## src/sv/assert_macros.svh

```systemverilog
// Assertion helpers shared by the RTL.
`ifndef ASSERT_MACROS_SVH
`define ASSERT_MACROS_SVH

// cond implies expr in the same cycle
`define HSL2RGB_AST_IMPLY(label, clk, rst, cond, expr) \
   label: assert property (@(posedge clk) disable iff (rst) (cond) |-> (expr)) \
      else $error("hsl2rgb: implication check failed");

// sig may only rise if src was high in the previous cycle
`define HSL2RGB_AST_ROSE_FROM(label, clk, rst, sig, src) \
   label: assert property (@(posedge clk) disable iff (rst) $rose(sig) |-> $past(src)) \
      else $error("hsl2rgb: valid rose without a source item");

`endif

```

## src/sv/hsl2rgb_pkg.sv

```systemverilog
`default_nettype none

package hsl2rgb_pkg;

   // fixed point: unsigned, FRAC_BITS fractional bits, one = 2^FRAC_BITS
   localparam int FRAC_BITS = 16;
   localparam int FIX_W     = FRAC_BITS + 1;   // holds 0..one inclusive
   localparam int PROD_W    = 2 * FIX_W;
   localparam int VAL_W     = FIX_W + 1;       // clamped channel value
   localparam int SGN_W     = FIX_W + 2;       // signed channel value

   localparam logic [FIX_W-1:0] FIX_ONE  = {1'b1, {FRAC_BITS{1'b0}}};
   localparam logic [FIX_W-1:0] FIX_HALF = {2'b01, {(FRAC_BITS-1){1'b0}}};

   // hue / 42 is done as (hue * one / 2 + 10) / 21 by reciprocal multiply
   localparam int HUE_NUM_W   = 8 + FRAC_BITS - 1;
   localparam int HUE_BIAS    = 10;
   localparam int RECIP_SHIFT = 28;
   localparam int RECIP_W     = 24;
   localparam logic [RECIP_W-1:0] RECIP_21 = RECIP_W'(((1 << RECIP_SHIFT) + 20) / 21);
   localparam int HUE_PROD_W  = HUE_NUM_W + RECIP_W;

   localparam logic [7:0] HUE_SEC0_MAX = 8'd42;
   localparam logic [7:0] HUE_SEC1_MAX = 8'd85;
   localparam logic [7:0] HUE_SEC2_MAX = 8'd128;
   localparam logic [7:0] HUE_SEC3_MAX = 8'd170;
   localparam logic [7:0] HUE_SEC4_MAX = 8'd212;
   localparam logic [7:0] CHAN_MAX     = 8'd255;

   // which channels get chroma (c) and the second component (x)
   typedef enum logic [2:0] {
      SEC_RC_GX,
      SEC_RX_GC,
      SEC_GC_BX,
      SEC_GX_BC,
      SEC_RX_BC,
      SEC_RC_BX
   } sector_type;

   typedef struct packed {
      logic [7:0] hue;
      logic [7:0] saturation;
      logic [7:0] lightness;
   } req_type;

   typedef struct packed {
      logic [7:0] red;
      logic [7:0] green;
      logic [7:0] blue;
   } rsp_type;

endpackage

`default_nettype wire

```

## src/sv/hsl2rgb_scale.sv

```systemverilog
`default_nettype none

module hsl2rgb_scale (
   input  wire logic [hsl2rgb_pkg::VAL_W-1:0] value,
   output logic [7:0]                         chan
);
   import hsl2rgb_pkg::*;

   localparam int MUL_W = VAL_W + 8;

   logic [MUL_W-1:0] prod;
   logic [MUL_W:0]   sum;
   logic [MUL_W-FRAC_BITS:0] quot;

   // value * 255 as shift and subtract, round half up, saturate
   always_comb begin
      prod = {value, 8'd0} - MUL_W'(value);
      sum  = (MUL_W+1)'(prod) + (MUL_W+1)'(FIX_HALF);
      quot = sum[MUL_W:FRAC_BITS];
      if (quot > (MUL_W-FRAC_BITS+1)'(CHAN_MAX)) begin
         chan = CHAN_MAX;
      end else begin
         chan = quot[7:0];
      end
   end

endmodule

`default_nettype wire

```

## src/sv/hsl_to_rgb_converter_unit.sv

```systemverilog
`default_nettype none

// HSL to RGB pixel converter. Each item is one pixel of 8-bit hue (full
// circle = 0..255, six sectors of width 42), saturation and lightness; it
// gives one item of 8-bit red, green and blue. Math is unsigned fixed point
// with 16 fractional bits, rounding half up and saturating at 255, within
// 1 LSB of the float formula. The block keeps no state between pixels.
// Throughput is one pixel per clock while the output is not stalled;
// rsp_valid is set by the five register stages, the first of which loads
// at the accepting edge (normalize and hue multiply, chroma multiply,
// second-component multiply, sector select and offset, output scaling).
// Stages advance independently, so empty slots are filled while the
// output is stalled; req_stall rises only when every stage holds a pixel
// and the output is stalled.

`include "assert_macros.svh"

module hsl_to_rgb_converter_unit (
   input  wire logic                 clock,
   input  wire logic                 reset,
   input  wire logic                 req_valid,
   output logic                      req_stall,
   input  wire hsl2rgb_pkg::req_type req_data,
   output logic                      rsp_valid,
   input  wire logic                 rsp_stall,
   output hsl2rgb_pkg::rsp_type      rsp_data
);
   import hsl2rgb_pkg::*;

   // ---- stage enables: a stage loads when empty or when it drains
   logic en_a, en_b, en_c, en_d, en_out;
   logic valid_a_ff, valid_b_ff, valid_c_ff, valid_d_ff, rsp_valid_ff;

   assign en_out    = !rsp_valid_ff || !rsp_stall;
   assign en_d      = !valid_d_ff || en_out;
   assign en_c      = !valid_c_ff || en_d;
   assign en_b      = !valid_b_ff || en_c;
   assign en_a      = !valid_a_ff || en_b;
   assign req_stall = !en_a;

   always_ff @(posedge clock) begin
      if (reset) begin
         valid_a_ff   <= 1'b0;
         valid_b_ff   <= 1'b0;
         valid_c_ff   <= 1'b0;
         valid_d_ff   <= 1'b0;
         rsp_valid_ff <= 1'b0;
      end else begin
         if (en_a)   valid_a_ff   <= req_valid;
         if (en_b)   valid_b_ff   <= valid_a_ff;
         if (en_c)   valid_c_ff   <= valid_b_ff;
         if (en_d)   valid_d_ff   <= valid_c_ff;
         if (en_out) rsp_valid_ff <= valid_d_ff;
      end
   end

   // ---- stage A: s, l, one - |2l - one|, hue reciprocal product, sector
   logic [FIX_W-1:0]      sat_in, lig_in, omd_in;
   logic [FIX_W:0]        lig2, one_ext, lig_dist;
   logic [HUE_NUM_W-1:0]  hue_num;
   logic [HUE_PROD_W-1:0] hprod_in;
   sector_type            sec_in;

   logic [FIX_W-1:0]      sat_a_ff, lig_a_ff, omd_a_ff;
   logic [HUE_PROD_W-1:0] hprod_a_ff;
   sector_type            sec_a_ff;

   always_comb begin
      // x * 2^16 / 255 = x * 257 + x / 255, so rounding adds one for x >= 128
      sat_in  = {1'b0, req_data.saturation, req_data.saturation}
                + FIX_W'(req_data.saturation[7]);
      lig_in  = {1'b0, req_data.lightness, req_data.lightness}
                + FIX_W'(req_data.lightness[7]);
      lig2     = {lig_in, 1'b0};
      one_ext  = {1'b0, FIX_ONE};
      lig_dist = (lig2 >= one_ext) ? (lig2 - one_ext) : (one_ext - lig2);
      omd_in   = FIX_ONE - lig_dist[FIX_W-1:0];

      hue_num  = {req_data.hue, (FRAC_BITS-1)'(HUE_BIAS)};
      hprod_in = HUE_PROD_W'(hue_num) * HUE_PROD_W'(RECIP_21);

      if (req_data.hue <= HUE_SEC0_MAX) begin
         sec_in = SEC_RC_GX;
      end else if (req_data.hue <= HUE_SEC1_MAX) begin
         sec_in = SEC_RX_GC;
      end else if (req_data.hue <= HUE_SEC2_MAX) begin
         sec_in = SEC_GC_BX;
      end else if (req_data.hue <= HUE_SEC3_MAX) begin
         sec_in = SEC_GX_BC;
      end else if (req_data.hue <= HUE_SEC4_MAX) begin
         sec_in = SEC_RX_BC;
      end else begin
         sec_in = SEC_RC_BX;
      end
   end

   always_ff @(posedge clock) begin
      if (en_a) begin
         sat_a_ff   <= sat_in;
         lig_a_ff   <= lig_in;
         omd_a_ff   <= omd_in;
         hprod_a_ff <= hprod_in;
         sec_a_ff   <= sec_in;
      end
   end

   // ---- stage B: hue position mod 2, chroma product
   logic [FIX_W-1:0]  hmod, tdist, omt_in;
   logic [PROD_W-1:0] cprod_in;

   logic [FIX_W-1:0]  omt_b_ff, lig_b_ff;
   logic [PROD_W-1:0] cprod_b_ff;
   sector_type        sec_b_ff;

   always_comb begin
      hmod     = hprod_a_ff[RECIP_SHIFT +: FIX_W];
      tdist    = (hmod >= FIX_ONE) ? (hmod - FIX_ONE) : (FIX_ONE - hmod);
      omt_in   = FIX_ONE - tdist;
      cprod_in = PROD_W'(omd_a_ff) * PROD_W'(sat_a_ff);
   end

   always_ff @(posedge clock) begin
      if (en_b) begin
         omt_b_ff   <= omt_in;
         lig_b_ff   <= lig_a_ff;
         cprod_b_ff <= cprod_in;
         sec_b_ff   <= sec_a_ff;
      end
   end

   // ---- stage C: round chroma, second-component product
   logic [PROD_W:0]   csum;
   logic [FIX_W-1:0]  chroma_in;
   logic [PROD_W-1:0] xprod_in;

   logic [FIX_W-1:0]  chroma_c_ff, lig_c_ff;
   logic [PROD_W-1:0] xprod_c_ff;
   sector_type        sec_c_ff;

   always_comb begin
      csum      = (PROD_W+1)'(cprod_b_ff) + (PROD_W+1)'(FIX_HALF);
      chroma_in = csum[FRAC_BITS +: FIX_W];
      xprod_in  = PROD_W'(chroma_in) * PROD_W'(omt_b_ff);
   end

   always_ff @(posedge clock) begin
      if (en_c) begin
         chroma_c_ff <= chroma_in;
         lig_c_ff    <= lig_b_ff;
         xprod_c_ff  <= xprod_in;
         sec_c_ff    <= sec_b_ff;
      end
   end

   // ---- stage D: round x, place c and x by sector, add offset, clamp
   logic [PROD_W:0]         xsum;
   logic [FIX_W-1:0]        xcomp, sel_r, sel_g, sel_b;
   logic signed [SGN_W-1:0] offs, v_r, v_g, v_b;
   logic [VAL_W-1:0]        red_in, green_in, blue_in;

   logic [VAL_W-1:0]        red_d_ff, green_d_ff, blue_d_ff;

   always_comb begin
      xsum  = (PROD_W+1)'(xprod_c_ff) + (PROD_W+1)'(FIX_HALF);
      xcomp = xsum[FRAC_BITS +: FIX_W];
      offs  = signed'(SGN_W'(lig_c_ff)) - signed'(SGN_W'(chroma_c_ff >> 1));

      sel_r = '0;
      sel_g = '0;
      sel_b = '0;
      unique case (sec_c_ff)
         SEC_RC_GX: begin sel_r = chroma_c_ff; sel_g = xcomp;       end
         SEC_RX_GC: begin sel_r = xcomp;       sel_g = chroma_c_ff; end
         SEC_GC_BX: begin sel_g = chroma_c_ff; sel_b = xcomp;       end
         SEC_GX_BC: begin sel_g = xcomp;       sel_b = chroma_c_ff; end
         SEC_RX_BC: begin sel_r = xcomp;       sel_b = chroma_c_ff; end
         SEC_RC_BX: begin sel_r = chroma_c_ff; sel_b = xcomp;       end
         default:   begin sel_r = '0;          sel_g = '0;          end
      endcase

      v_r = signed'(SGN_W'(sel_r)) + offs;
      v_g = signed'(SGN_W'(sel_g)) + offs;
      v_b = signed'(SGN_W'(sel_b)) + offs;

      // rounding can leave a channel slightly below zero
      red_in   = v_r[SGN_W-1] ? '0 : v_r[VAL_W-1:0];
      green_in = v_g[SGN_W-1] ? '0 : v_g[VAL_W-1:0];
      blue_in  = v_b[SGN_W-1] ? '0 : v_b[VAL_W-1:0];
   end

   always_ff @(posedge clock) begin
      if (en_d) begin
         red_d_ff   <= red_in;
         green_d_ff <= green_in;
         blue_d_ff  <= blue_in;
      end
   end

   // ---- output stage: scale to 0..255
   rsp_type rsp_in;
   rsp_type rsp_ff;

   hsl2rgb_scale u_scale_red (
      .value (red_d_ff),
      .chan  (rsp_in.red)
   );

   hsl2rgb_scale u_scale_green (
      .value (green_d_ff),
      .chan  (rsp_in.green)
   );

   hsl2rgb_scale u_scale_blue (
      .value (blue_d_ff),
      .chan  (rsp_in.blue)
   );

   always_ff @(posedge clock) begin
      if (en_out) begin
         rsp_ff <= rsp_in;
      end
   end

   assign rsp_valid = rsp_valid_ff;
   assign rsp_data  = rsp_ff;

   // ---- checks
   `HSL2RGB_AST_IMPLY(a_omd_range, clock, reset, valid_a_ff, omd_a_ff <= FIX_ONE)
   `HSL2RGB_AST_IMPLY(a_chroma_range, clock, reset, valid_c_ff, chroma_c_ff <= FIX_ONE)
   `HSL2RGB_AST_IMPLY(a_stall_only_full, clock, reset, req_stall, valid_a_ff && valid_b_ff && valid_c_ff && valid_d_ff && rsp_valid_ff)
   `HSL2RGB_AST_ROSE_FROM(a_out_from_d, clock, reset, rsp_valid, valid_d_ff)

endmodule

`default_nettype wire

```

## config.mk

```make
export PLATFORM = sky130hd
export DESIGN_NAME = hsl_to_rgb_converter_unit
export DESIGN_NICKNAME = d
export VERILOG_FILES = /design/src/sv/hsl2rgb_pkg.sv /design/src/sv/hsl2rgb_scale.sv /design/src/sv/hsl_to_rgb_converter_unit.sv
export VERILOG_INCLUDE_DIRS = /design/src /design/src/sv
export SDC_FILE = /design/constraint.sdc
export NUM_CORES = 2
export LEC_CHECK = 0
export CELL_PAD_IN_SITES_DETAIL_PLACEMENT = 0
export CELL_PAD_IN_SITES_GLOBAL_PLACEMENT = 1
export CORE_AREA = 2 2 274 276
export DETAILED_ROUTE_END_ITERATION = 8
export DIE_AREA = 0 0 276 278
export DONT_BUFFER_PORTS = 1
export PLACE_DENSITY_LB_ADDON = 0.1
export RECOVER_POWER = 50
export SLEW_MARGIN = 20
export SYNTH_ARGS = -nofsm -noshare
export SYNTH_HDL_FRONTEND = slang
export SYNTH_SLANG_ARGS = --single-unit
```

## constraint.sdc

```tcl
create_clock -name clock -period 7.1 [get_ports clock]
set_clock_uncertainty 0.05 [all_clocks]
set_input_delay 0.71 -clock clock [delete_from_list [all_inputs] [get_ports clock]]
set_output_delay 0.71 -clock clock [all_outputs]
set_load 0.05 [all_outputs]
```

# After elaboration in Yosys (flattened, before gate mapping)
# Cells that the tools add are included.
# totals
ff_bits,321
inputBits,28
output_inout_bits,26
wordCells,94
# classes
add_sub_neg,20
mul,3
magnitude_cmp,10
n_eq_ne,5
mux,9
n_reduce_logical,21
# op_table
op,n
$pmux W17 S2,3
$add A26 B16 Y27 const B,3
$sub A26 B18 Y26,3
$sub A17 B17 Y17 const A,4
$add A33 B16 Y33 const B,2
$mul A17 B17 Y33,2
$add A18 B18 Y19,3
$mul A22 B24 Y44 const B,1
$add A16 B1 Y17,2
$mux W17,2
$sub A17 B17 Y17 const B,2
$gt A11 B8 Y1 const B,3
$le A8 B8 Y1 const B,3
$ge A18 B17 Y1 const B,1
$sub A17 B16 Y18,1
$ge A17 B17 Y1 const B,1
$reduce_or A2 Y1,7
$le A8 B6 Y1 const B,1
$le A8 B7 Y1 const B,1
$logic_not A1 Y1,7
$eq A3 B2 Y1 const B,2
$eq A3 B3 Y1 const B,2
$logic_or A1 B1 Y1,5
$mux W2,2
4 further kinds,5

# Longest topological paths before layout
# logic_depth
word_depth,7
ltp_mapped,28
ltp_nobuf,28

# Modules after synthesis
# From an unflattened synthesis, not the netlist that was laid out.
# unflattened
hier_cells,3766
hier_area_um2,36014.5
# by_module_without_submodules
module,n_inst,cells_per_inst,area_each_um2,seq_area_each_um2
hsl_to_rgb_converter_unit,1,3415,33304.4,7697.4
hsl2rgb_scale,3,117,903.4,0.0

# Least setup slack after synthesis
# No wires, ideal clock.
# synth_path
path_type,reg2reg
start,register cprod_b_ff[19]
end,"register xprod_c_ff[32], data pin"
setup_ns,0.260
arrival_ns,7.018
t_required_ns,6.790
setup_slack_ns,-0.228
stages_incl_launch_ff,29
path_buffers,1
synth_period_minus_slack_ns,7.328
cell_sequence,edfxtp_1 > and3_1 > nand3_1 > or2_2 > nor2_1 > nand3_1 > xnor2_1 > clkbuf_1 > nand2_1 > fa_1 > fa_1 > fa_1 > inv_1 > fa_1 > fa_1 > inv_1 > fa_1 > inv_1 > ha_1 > a21o_1 > a21oi_1 > nor2_1 > a211oi_1 > o31ai_1 > o21ai_0 > a311oi_1 > a211o_1 > a21oi_1 > xnor2_1
# synth_via
elab_chain_cells,2
# synth_rtl
item,line_no,rtl
"start, declared",hsl_to_rgb_converter_unit.sv:112,logic [PROD_W-1:0] cprod_b_ff;
"start signal, assigned",hsl_to_rgb_converter_unit.sv:126,cprod_b_ff <= cprod_in;
$add A33 B16 Y33,hsl_to_rgb_converter_unit.sv:141,csum = (PROD_W+1)'(cprod_b_ff) + (PROD_W+1)'(FIX_HALF);
net csum[28],hsl_to_rgb_converter_unit.sv:132,logic [PROD_W:0] csum;
$mul A17 B17 Y33,hsl_to_rgb_converter_unit.sv:143,xprod_in = PROD_W'(chroma_in) * PROD_W'(omt_b_ff);
net xprod_in[32],hsl_to_rgb_converter_unit.sv:134,logic [PROD_W-1:0] xprod_in;
"end signal, assigned",hsl_to_rgb_converter_unit.sv:150,xprod_c_ff <= xprod_in;
"end, declared",hsl_to_rgb_converter_unit.sv:137,logic [PROD_W-1:0] xprod_c_ff;
# The timed path passes the listed nets, and every way through them passes these cells.
# A chain may end at the register's enable or synchronous reset.

# Worst setup path in the final report
# layout_path
start,register cprod_b_ff[15]
end,"register xprod_c_ff[31], data pin"
# layout_via
elab_chain_cells,2
# layout_rtl
item,line_no
$add A33 B16 Y33,hsl_to_rgb_converter_unit.sv:141
$mul A17 B17 Y33,hsl_to_rgb_converter_unit.sv:143
net xprod_in[31],hsl_to_rgb_converter_unit.sv:134
# The timed path passes the listed nets, and every way through them passes these cells.

==> metrics.md <==
| Metric | Value |
|---|---|
| DRC viols | `1` |
| Critical Path Start Type | `flop` |
| F_max | `138 MHz` |
| Final worst slack | `-129 ps` |
| Most used DFF post-synth | `edfxtp_1` |
| Final min period | `7230 ps` |
| Placed standard-cell area | `0.0372 sq mm` |
| Post-Synth Simple-Gate Area | `16.0%` |
| Most frequent CP cell | `fa_1` |
| WP data required | `7380 ps` |
| # IOs | `54` |
| Register area share after synthesis | `21.8%` |
| Warnings, synthesis | `0` |
| Chip Height | `278 um` |
| Area occupied by registers | `0.00770 sq mm` |
| Final net count | `4,682` |
| Setup-failing EPs final | `5` |
| CTS root buf | `clkbuf_16` |
| Post-Synthesis Net Count | `4,591` |
| Die X | `276 um` |
| Synth Area in Compound Gates | `7.95%` |
| Critical path's slowest cell | `fa_1` |
| DR pass1 iterations | `9` |
| Diode count | `0` |
| Total grt overflow | `0` |
| DR WL/cell | `18.1 um` |
| Area occupied by multi-input gates | `0.0251 sq mm` |
| Vias | `25,284` |
| Largest family of logic cells by synthesized area | `adder cells` |
| Reg clk slew, reported paths | `80 ps` |
| H-tree lvl count | `1` |
| Post-synthesis mux area share | `0.376%` |
| Die area | `0.0767 sq mm` |
| Final instance area | `0.0388 sq mm` |
| Hold_buf cts | `0` |
| Clock Latency Late Sink | `600 ps` |
| Worst slew margin | `33.5%` |
| Synth Cell Area | `0.0352 sq mm` |
| Global-route wire length before repair | `142,000 um` |
| Status | `finished with violations` |
| Arr. time, crit path | `7510 ps` |
| Max Cap Violations | `0` |
| CP Capture Type | `flop` |
| Core area | `0.0738 sq mm` |
| Post-DRT Antenna Nets | `0` |
| Adder-cell area share of the yosys netlist | `39.6%` |
| Antenna violations before repair | `1` |
| Final Util | `52.5%` |
| Worst-Margin Slew | `996 ps` |
| RSZ-0062 raised after global routing | `yes` |
| CP peak stage delay | `540 ps` |
| Failing checks | `DRC, setup timing` |
| Port-buffer cells | `0` |
| Final hold violations | `0` |
| Post-synth EDFFs | `253` |
| Yosys reg bits | `258` |
| Starting Density | `47.7%` |
| Share of cells above drive strength 1 | `8.37%` |
| Max Fanout on Critical Path | `3` |
| Fin crit share | `102%` |
| Fill cell count | `6,878` |
| Number of global-route vias before repair | `26,998` |
| Routability cong. | `0.910` |
| Cells after Synth | `3,708` |
| Fraction of registers with async set/reset | `0%` |
| Area growth syn-to-layout | `9.98%` |
| Initial drt markers | `1,272` |
| CTS Buf Count | `31` |
| WHS | `129 ps` |
| Synthesized area per cell | `9.50 sq um` |
| Largest net degree at the start of global routing | `56` |
| CTS tree | `done` |
| Clock tree buffer depth | `3` |
| Num rows | `100` |
| Tot GR Track Use | `23.1%` |
| Routed vias/inst | `5.28` |
| CTS sink cnt | `258` |
| Distinct cell type count after synthesis | `81` |
| Post-synthesis xor/xnor area fraction | `6.18%` |
| Hold Path Class | `in -> reg` |
| HPWL after DPL | `70,900 um` |
| Final Max Tran Viols | `0` |
| DRT Wirelength | `86,800 um` |
| Worst Setup Path Type | `reg -> reg` |
[logic make-up (layout without fill, tap and decap cells)]
group | count (synthesis) | in the layout
AND/OR/NAND/NOR | 1153 | 1153
buffers and inverters | 755 | 870
XOR/XNOR | 248 | 248
multiplexers | 13 | 13
AO/OA/AOI/OAI | 426 | 426
adder cells (fa/ha/maj) | 855 | 855
flip-flops | 258 | 258
[routing by layer]
layer,track usage (%),share of wire (%),vias up
li1,-,-,12163
met1,30.1,44,12500
met2,40.4,49,479
met3,2.53,4.2,142
met4,7.27,3.3,0
met5,0,0,-
[path summary, 6_finish.rpt]
path,start,end,slack (ps),cells after the start
setup / recovery,cprod_b_ff[15]$_DFFE_PP_,xprod_c_ff[31]$_DFFE_PP_,-130,29
setup reg to reg,cprod_b_ff[15]$_DFFE_PP_,xprod_c_ff[31]$_DFFE_PP_,-130,29
hold / removal,reset,rsp_valid$_SDFFE_PP0P_,130,1
hold reg to reg,lig_b_ff[5]$_DFFE_PP_,lig_c_ff[5]$_DFFE_PP_,360,0
[timing repair]
action	4_1_cts	5_1_grt
resized for setup	46	51
pin swaps	53	71
setup buffers	11	9
setup endpoints to repair	13	12
cloned	0	0
[synth_stat cells, drive strengths merged, types with 4 or more instances]
master   number  area share, %
a311oi        5           0.12
a211oi       13           0.31
edfxtp      253             22
nand4        16           0.28
mux2i        11           0.31
a22o          7           0.17
and3         31           0.55
o21bai       16           0.34
o211ai        6           0.13
a21o         44           0.94
ha          419             15
nand3        67           0.95
and4          5           0.13
nor3b         6           0.14
a21oi       118            1.7
or4           5           0.12
nand2b       22           0.39
o21a         22           0.49
xnor2       162            4.0
or2          13           0.23
a41oi         5           0.12
buf           5          0.064
o2111ai       8           0.23
a31oi        19           0.34
nor2        165            1.8
o21ai       104            1.6
dfxtp         5           0.28
nor2b        25           0.44
a21boi        5           0.11
o31ai         9           0.23
or3          17           0.30
a31o          4          0.099
nand2       441            4.7
a2111oi       7           0.19
o22ai         4          0.071
xor2         86            2.2
a211o         5           0.12
clkbuf       92           0.98
and2        272            4.8
nor3         50           0.72
fa          436             25
inv         658            7.0
nor4         11           0.21
[through the flow]
| stage | instances | setup WS [ps] | TNS (ps) |
|---|---|---|---|
| CTS | 4785 | -69.2 | -192 |
| global placement | 4717 | -674 | -4800 |
| finish | 4792 | -129 | -349 |
| global route | 4792 | -363 | -2320 |
| floorplan | 3708 | 34.5 | 0 |
| detailed placement | 4717 | -776 | -6280 |
[registers in the layout, summed over array words and instances, names as in the netlist, 17 cells and up]
name	count
cprod_b_ff	18
green_d_ff	18
hprod_a_ff	17
red_d_ff	18
blue_d_ff	18
rsp_data	24
chroma_c_ff	17
xprod_c_ff	18
omt_b_ff	17
[placed cells by master, fill, tap and decap left out, types with 9 or more instances in the layout]
cell	n
inv_2	12
nor4_1	10
xor2_1	82
buf_4	137
or3_1	17
fa_1	431
a21o_1	44
buf_6	11
and3_1	30
a211oi_1	9
mux2i_1	11
nand3_1	64
edfxtp_1	253
o21ai_0	97
nand2_1	437
nand2b_1	22
and2_4	10
nand4_1	16
and2_1	259
clkbuf_16	31
nor2_1	158
o21a_1	20
a31oi_1	19
inv_1	645
o21bai_1	16
nor2b_1	24
a21oi_1	111
ha_1	410
xnor2_1	159
nor3_1	49
or2_2	12
[worst max-delay path: cells and delay by family (launching register included)]
kind	cells	cell delay, ps
AOI/OAI and AO/OA	8	1760
xor gates and xnor gates	2	270
adders and majority gates	8	3390
buffers and inverters	8	750
DFF	1	430
and+or+nand+nor	3	310
[cell type report]
class	instances	share of cell area, %
inverters	658	6.38
well taps	969	3.13
clock inverters	16	0.410
repair buffers	155	3.28
flip-flops and latches	258	19.9
multi-input cells	2695	64.7
clock buffers	41	2.23
Power is left out: the tool's default activity adds up to more than one toggle a clock period on the data nets, which glitch-free logic cannot reach.
